### config.mk
export PLATFORM = sky130hd
export DESIGN_NAME = lifo_stack_with_search
export DESIGN_NICKNAME = d
export VERILOG_FILES = /design/src/sv/lss_pkg.sv /design/src/sv/lifo_stack_with_search.sv /design/src/sv/lss_ram.sv
export SDC_FILE = /design/constraint.sdc
export NUM_CORES = 2
export LEC_CHECK = 0
export BUFFER_PORTS_ARGS = -buffer_cell sky130_fd_sc_hd__clkbuf_2
export CORE_MARGIN = 1
export CORE_UTILIZATION = 25
export DETAILED_ROUTE_END_ITERATION = 10
export PLACE_DENSITY = 0.39
export SLEW_MARGIN = 20
export SYNTH_ARGS = -nofsm -noshare
export SYNTH_HDL_FRONTEND = slang
export SYNTH_SLANG_ARGS = --single-unit
export TNS_END_PERCENT = 5
### constraint.sdc
create_clock -name clk -period 6 [get_ports clk]
set_clock_uncertainty 0.15 [all_clocks]
set_input_delay 0.3 -clock clk [delete_from_list [all_inputs] [get_ports clk]]
set_output_delay 0.3 -clock clk [all_outputs]
set_load 0.05 [all_outputs]
### src/sv/lss_pkg.sv
// shared types and constants for the lifo stack with search
package lss_pkg;

  localparam int DEPTH_DEF = 64;
  localparam int DATA_W    = 32;
  localparam int POS_W     = 7;
  localparam int REQ_W     = 3;
  localparam int STATUS_W  = 2;

  typedef enum logic [REQ_W-1:0] {
    REQ_PUSH   = 3'd0,
    REQ_POP    = 3'd1,
    REQ_PEEK   = 3'd2,
    REQ_COUNT  = 3'd3,
    REQ_SEARCH = 3'd4,
    REQ_CLEAR  = 3'd5
  } req_kind_t;

  typedef enum logic [STATUS_W-1:0] {
    ST_OK       = 2'd0,
    ST_EMPTY    = 2'd1,
    ST_FULL     = 2'd2,
    ST_NOTFOUND = 2'd3
  } status_t;

  typedef enum logic [1:0] {
    S_IDLE,
    S_EXEC,
    S_RDWAIT,
    S_SCAN
  } state_t;

  typedef struct packed {
    logic [REQ_W-1:0]         req_type;
    logic signed [DATA_W-1:0] value;
  } req_t;

  typedef struct packed {
    logic [STATUS_W-1:0]      status;
    logic signed [DATA_W-1:0] data;
    logic [POS_W-1:0]         position;
    logic [POS_W-1:0]         count;
  } rsp_t;

endpackage

### src/sv/lifo_stack_with_search.sv
// top level of the lifo stack with push, pop, peek, count, search and clear
//
//   channel  signals                      direction  payload
//   req      req_valid req_stall req_data in         lss_pkg::req_t
//   rsp      rsp_valid rsp_stall rsp_data out        lss_pkg::rsp_t
//
// one transaction at a time; push, count, clear and error cases finish in S_EXEC,
// pop and peek go on to S_RDWAIT for one memory read, search steps through S_SCAN
// from the top entry down to the match or the fill level, one memory read per entry scanned
// the result register lets a new transaction enter while a result waits
// rst clears the fill level and control; storage contents are not cleared
// a stalled result holds the finished transaction in its last state
module lifo_stack_with_search #(
  parameter int DEPTH = lss_pkg::DEPTH_DEF
) (
  input  logic          clk,
  input  logic          rst,
  input  logic          req_valid,
  output logic          req_stall,
  input  lss_pkg::req_t req_data,
  output logic          rsp_valid,
  input  logic          rsp_stall,
  output lss_pkg::rsp_t rsp_data
);

  localparam int AW = $clog2(DEPTH);
  localparam int CW = $clog2(DEPTH + 1);

  lss_pkg::state_t state, state_next;
  logic [CW-1:0]   fill, fill_next;
  lss_pkg::req_t   req, req_next;
  logic [CW-1:0]   cur_pos, cur_pos_next;
  logic [AW-1:0]   scan_addr, scan_addr_next;
  logic            rsp_valid_next;
  lss_pkg::rsp_t   rsp_next;

  logic                              wr_en;
  logic                              wr_req;
  logic                              rd_en;
  logic [AW-1:0]                     rd_addr;
  logic signed [lss_pkg::DATA_W-1:0] rd_data;
  logic [AW-1:0]                     top_addr;
  logic                              rsp_free;
  logic                              done;
  lss_pkg::status_t                  res_status;
  logic signed [lss_pkg::DATA_W-1:0] res_data;
  logic [CW-1:0]                     res_pos;
  logic [CW-1:0]                     fill_after;
  logic                              is_empty;
  logic                              is_full;

  lss_ram #(
    .DEPTH(DEPTH)
  ) u_ram (
    .clk     (clk),
    .wr_en   (wr_en),
    .wr_addr (AW'(fill)),
    .wr_data (req.value),
    .rd_en   (rd_en),
    .rd_addr (rd_addr),
    .rd_data (rd_data)
  );

  assign req_stall = (state != lss_pkg::S_IDLE);
  assign rsp_free  = !rsp_valid || !rsp_stall;
  assign top_addr  = AW'(fill - CW'(1));
  assign is_empty  = (fill == '0);
  assign is_full   = (fill == CW'(DEPTH));

  always_ff @(posedge clk) begin
    if (rst) begin
      state     <= lss_pkg::S_IDLE;
      fill      <= '0;
      rsp_valid <= 1'b0;
    end else begin
      state     <= state_next;
      fill      <= fill_next;
      rsp_valid <= rsp_valid_next;
    end
  end

  always_ff @(posedge clk) begin
    req       <= req_next;
    cur_pos   <= cur_pos_next;
    scan_addr <= scan_addr_next;
    rsp_data  <= rsp_next;
  end

  always_comb begin
    state_next     = state;
    fill_next      = fill;
    req_next       = req;
    cur_pos_next   = cur_pos;
    scan_addr_next = scan_addr;
    rsp_valid_next = rsp_valid && rsp_stall;
    rsp_next       = rsp_data;
    rd_en          = 1'b0;
    rd_addr        = top_addr;
    wr_req         = 1'b0;
    done           = 1'b0;
    res_status     = lss_pkg::ST_OK;
    res_data       = '0;
    res_pos        = '0;
    fill_after     = fill;

    case (state)
      lss_pkg::S_IDLE: begin
        if (req_valid) begin
          req_next   = req_data;
          state_next = lss_pkg::S_EXEC;
        end
      end
      lss_pkg::S_EXEC: begin
        case (req.req_type)
          lss_pkg::REQ_PUSH: begin
            done = 1'b1;
            if (is_full) begin
              res_status = lss_pkg::ST_FULL;
            end else begin
              wr_req     = 1'b1;
              fill_after = fill + CW'(1);
            end
          end
          lss_pkg::REQ_POP, lss_pkg::REQ_PEEK: begin
            if (is_empty) begin
              done       = 1'b1;
              res_status = lss_pkg::ST_EMPTY;
            end else begin
              rd_en      = 1'b1;
              state_next = lss_pkg::S_RDWAIT;
            end
          end
          lss_pkg::REQ_COUNT: begin
            done = 1'b1;
            if (is_empty) begin
              res_status = lss_pkg::ST_EMPTY;
            end
          end
          lss_pkg::REQ_SEARCH: begin
            if (is_empty) begin
              done       = 1'b1;
              res_status = lss_pkg::ST_EMPTY;
            end else begin
              rd_en          = 1'b1;
              cur_pos_next   = CW'(1);
              scan_addr_next = AW'(fill - CW'(2));
              state_next     = lss_pkg::S_SCAN;
            end
          end
          lss_pkg::REQ_CLEAR: begin
            done       = 1'b1;
            fill_after = '0;
          end
          default: begin
            done = 1'b1;
          end
        endcase
      end
      lss_pkg::S_RDWAIT: begin
        done     = 1'b1;
        res_data = rd_data;
        if (req.req_type == lss_pkg::REQ_POP) begin
          fill_after = fill - CW'(1);
        end
      end
      lss_pkg::S_SCAN: begin
        if (rd_data == req.value) begin
          done    = 1'b1;
          res_pos = cur_pos;
        end else if (cur_pos == fill) begin
          done       = 1'b1;
          res_status = lss_pkg::ST_NOTFOUND;
        end else begin
          rd_en          = 1'b1;
          rd_addr        = scan_addr;
          scan_addr_next = scan_addr - AW'(1);
          cur_pos_next   = cur_pos + CW'(1);
        end
      end
      default: begin
        state_next = lss_pkg::S_IDLE;
      end
    endcase

    // commit state change and result only when the result register is free
    if (done && rsp_free) begin
      fill_next         = fill_after;
      rsp_valid_next    = 1'b1;
      rsp_next.status   = res_status;
      rsp_next.data     = res_data;
      rsp_next.position = lss_pkg::POS_W'(res_pos);
      rsp_next.count    = lss_pkg::POS_W'(fill_after);
      state_next        = lss_pkg::S_IDLE;
    end

    wr_en = wr_req && done && rsp_free;
  end

endmodule

### src/sv/lss_ram.sv
// single write port, single registered read port stack storage
module lss_ram #(
  parameter int DEPTH = lss_pkg::DEPTH_DEF
) (
  input  logic                              clk,
  input  logic                              wr_en,
  input  logic [$clog2(DEPTH)-1:0]          wr_addr,
  input  logic signed [lss_pkg::DATA_W-1:0] wr_data,
  input  logic                              rd_en,
  input  logic [$clog2(DEPTH)-1:0]          rd_addr,
  output logic signed [lss_pkg::DATA_W-1:0] rd_data
);

  logic signed [lss_pkg::DATA_W-1:0] mem [DEPTH];

  always_ff @(posedge clk) begin
    if (wr_en) begin
      mem[wr_addr] <= wr_data;
    end
  end

  // read data holds until the next read
  always_ff @(posedge clk) begin
    if (rd_en) begin
      rd_data <= mem[rd_addr];
    end
  end

endmodule
==> results.sh <==
export IMPL_drc=0
export IMPL_crit_arrival_ps=6210
export IMPL_path_class="reg2reg"
export IMPL_rsz0062_at_grt="false"
export IMPL_pre_cts_ws_ps=-49.8
export IMPL_final_fill_count=32700
export IMPL_period_minus_slack_ps=5760
export IMPL_die_area_um2=339000
export IMPL_whs_ps=70.1
export IMPL_yosysSeqAreaShare=0.779
export IMPL_clock_fmax_mhz=174
export IMPL_p_clk_frac=0.436
export IMPL_areaGrowthSynthToFinish_pct=20.6
export IMPL_cts_tree="built"
export IMPL_ff_latch_area_um2=65500
export IMPL_ios=89
export IMPL_ys_types=55
export IMPL_synth_most_common_cell="edfxtp_1"
export IMPL_seqPwrFrac=0.527
export IMPL_antenna_found_initial=42
export IMPL_synth_edf_count=2176
export IMPL_synth_compound_area_frac=0.0572
export IMPL_syn_area_um2=84200
export IMPL_start_util=0.252
export IMPL_postSynthCellCount=4546
export IMPL_cp_required_ps=6460
export IMPL_start_kind="flip-flop"
export IMPL_cts_resized=0
export IMPL_synth_main_ff_cell="edfxtp_1"
export IMPL_htreeDepth=4
export IMPL_drt_iter0_markers=3906
export IMPL_overflow=0
export IMPL_synth_top_area_frac=0.776
export IMPL_synthXorXnorAreaFrac=0.00604
export IMPL_grt_max_degree=70
export IMPL_drt_pass1_iterations=5
export IMPL_drive_gt1_frac=0.173
export IMPL_final_nets=5109
export IMPL_synth_simple_gate_area_frac=0.0162
export IMPL_finalHoldViolCount=0
export IMPL_p_switching_w=0.00718
export IMPL_fin_setup_tns_ps=0
export IMPL_cts_buffer_depth=4
export IMPL_max_vdd_ir_drop_mv=0.235
export IMPL_power_density_nw_per_um2=324
export IMPL_r2r_slack_ps=240
export IMPL_multi_input_area_um2=18000
export IMPL_synth_adder_area_share=0.00193
export IMPL_clkTransAtPathRegs_ps=60
export IMPL_report_final_slew_viol_count=0
export IMPL_synth_common_cells="2176 x edfxtp_1, 1032 x mux2i_1, 520 x o22ai_1, 169 x buf_2, 128 x o41ai_1"
export IMPL_worst_pin_slew_ps=1090
export IMPL_worstReg2RegStart="u_ram.rd_data[7]"
export IMPL_synth_seq_cells=2186
export IMPL_combPwrFrac=0.037
export IMPL_relSlewSlack=0.271
export IMPL_rows=212
export IMPL_synth_avg_cell_area_um2=18.5
export IMPL_wire_per_inst_um=29.0
export IMPL_power_leakage_nw=38.5
export IMPL_crit_path_end_kind="flip-flop"
export IMPL_vias=45300
export IMPL_status="complete, no violations"
export IMPL_synthArstFlopShare=0
export IMPL_synth_fp_nets=4598
export IMPL_synth_area_mux_share=0.123
export IMPL_fin_total_pwr_w=0.0329
export IMPL_synth_area_leaders="edfxtp_1 78%, mux2i_1 12%, o22ai_1 3.9%"
export IMPL_yosys_warnings=0
export IMPL_internal_power_w=0.0257
export IMPL_finalCritPeriodShare=0.959
export IMPL_hp_class="in2reg"
export IMPL_endpoint="u_ram.rd_data[30]"
export IMPL_synth_top_area_cell="edfxtp_1"
export IMPL_clock_root_buffer="clkbuf_16"
export IMPL_rr_endpoint="u_ram.rd_data[30]"
export IMPL_grt_pass1_vias=45300
export IMPL_grt_usage=0.161
export IMPL_numCtsBuffers=245
export IMPL_place_gp_congestion=0.758
export IMPL_grt_pass1_wl_mm=380
export IMPL_vias_per_cell=4.69
export IMPL_cp_startpoint="u_ram.rd_data[7]"
export IMPL_postRouteAntennaNets=0
export IMPL_worstPathMaxFanout=16
export IMPL_fin_ws_ps=245
export IMPL_coreArea_um2=334000
export IMPL_clock_latency_ps=910
export IMPL_synth_top_family_by_area="multiplexers"
export IMPL_dieWidth_um=582
export IMPL_drv_cap=0
export IMPL_dp_hpwl_mm=167
export IMPL_drt_total_wl_mm=280
export IMPL_clkSinkCount=2186
export IMPL_setup_viol=0
export IMPL_switching_share=0.218
export IMPL_reg2reg_depth=14
export IMPL_port_buffers=88
export IMPL_die_h_um=582
-- worst min-delay path by stage --
stage / slack [ps] / endpoint / from / cells after the start
5_1_grt: 30 / req[11] / req_data[11] / 2
6_report: 70 / req[11] / req_data[11] / 2
2_1_floorplan: 250 / req[0] / req_data[0] / 0
4_1_cts: 10 / req[11] / req_data[11] / 2
3_3_place_gp: 330 / req[13] / req_data[13] / 1
3_5_place_dp: 330 / req[10] / req_data[10] / 1
-- cell usage in the layout, fill, tap and decap left out, drive strengths merged, types with 2 or more instances in the layout --
cell type / instances
edfxtp: 2176
mux2i: 1032
o22ai: 520
buf: 387
clkbuf: 387
o41ai: 128
clkinv: 117
nor2: 102
dlygate4sd3: 53
xnor2: 47
nand4: 46
and2: 37
nand2: 30
a21oi: 19
bufinv: 19
o21ai: 17
diode: 16
inv: 15
and3: 13
ha: 13
xor2: 11
nand3: 11
dfxtp: 10
nor3: 8
a211oi: 6
nand3b: 5
o211ai: 5
clkinvlp: 4
nand2b: 3
a31oi: 3
nor4: 3
o2111ai: 2
or3: 2
o21a: 2
a31o: 2
nor4b: 2
mux2: 2
or3b: 2
-- stage by stage --
stage / area [um^2] / instances / utilization
finish: 102000 / 9655 / 0.304
global route: 102000 / 9640 / 0.304
CTS: 101000 / 9639 / 0.304
detailed placement: 93400 / 9143 / 0.279
global placement: 93300 / 9138 / 0.279
floorplan: 84200 / 4546 / -
-- kinds of logic after synthesis --
logic type / count (synthesis)
flip-flops: 2186
multiplexers: 1034
AO/OA/AOI/OAI: 712
buffers and inverters: 276
AND/OR/NAND/NOR: 267
XOR/XNOR: 58
adder cells (fa/ha/maj): 13
-- state kept, by name, indices dropped and copies added (netlist names) --
name / cells
cur_pos: 7
u_ram.mem: 2048
state: 2
scan_addr: 6
rsp_data: 48
rsp_valid: 1
req: 35
u_ram.rd_data: 32
fill: 7
-- layer usage --
layer | part of all wire | global-route usage | routed length [um] | up-vias
li1 | - | - | - | 19700
met1 | 0.46 | 0.226 | 130000 | 24100
met2 | 0.46 | 0.258 | 130000 | 1107
met3 | 0.051 | 0.0294 | 14200 | 341
met4 | 0.022 | 0.0349 | 6040 | 10
met5 | 0.00023 | 0 | 64 | -
-- worst max-delay path, stage by stage, from the launching register on --
cell and delay [ps]:
edfxtp_1 500, xnor2_1 770, nand4_1 520, nor4_4 450, buf_12 180, a31oi_4 170
mux2i_4 450, buf_12 270, buf_12 230, buf_4 270, mux2i_1 240, o22ai_1 100
o41ai_1 850, buf_4 240, nand4_1 60
-- power by group through the flow --
| stage | clock network [W] | registers (W) | logic [W] |
|---|---|---|---|
| CTS | 0.0147 | 0.0174 | 0.00124 |
| global placement | 0 | 0.0177 | 0.00118 |
| detailed placement | 0 | 0.0177 | 0.00120 |
| floorplan | 0 | 0.0181 | 0.000187 |
| finish | 0.0143 | 0.0174 | 0.00121 |
| global route | 0.0153 | 0.0174 | 0.00130 |
-- cell type report --
class / instances / area share
flip-flops and latches: 2186 / 0.645
inverters: 12 / 0.000444
clock buffers: 299 / 0.0626
repair buffers: 528 / 0.0484
multi-input cells: 2084 / 0.177
well taps: 4387 / 0.0541
diodes: 16 / 0.000394
clock inverters: 143 / 0.0118
-- repair_timing --
action                                 in CTS  in global routing
setup endpoints to repair                   4                  0
setup buffers                               1                  0
hold buffers                               53                  0
endpoints found under the hold margin      59                  0
Note: power is estimated with default switching activity, not from simulation.
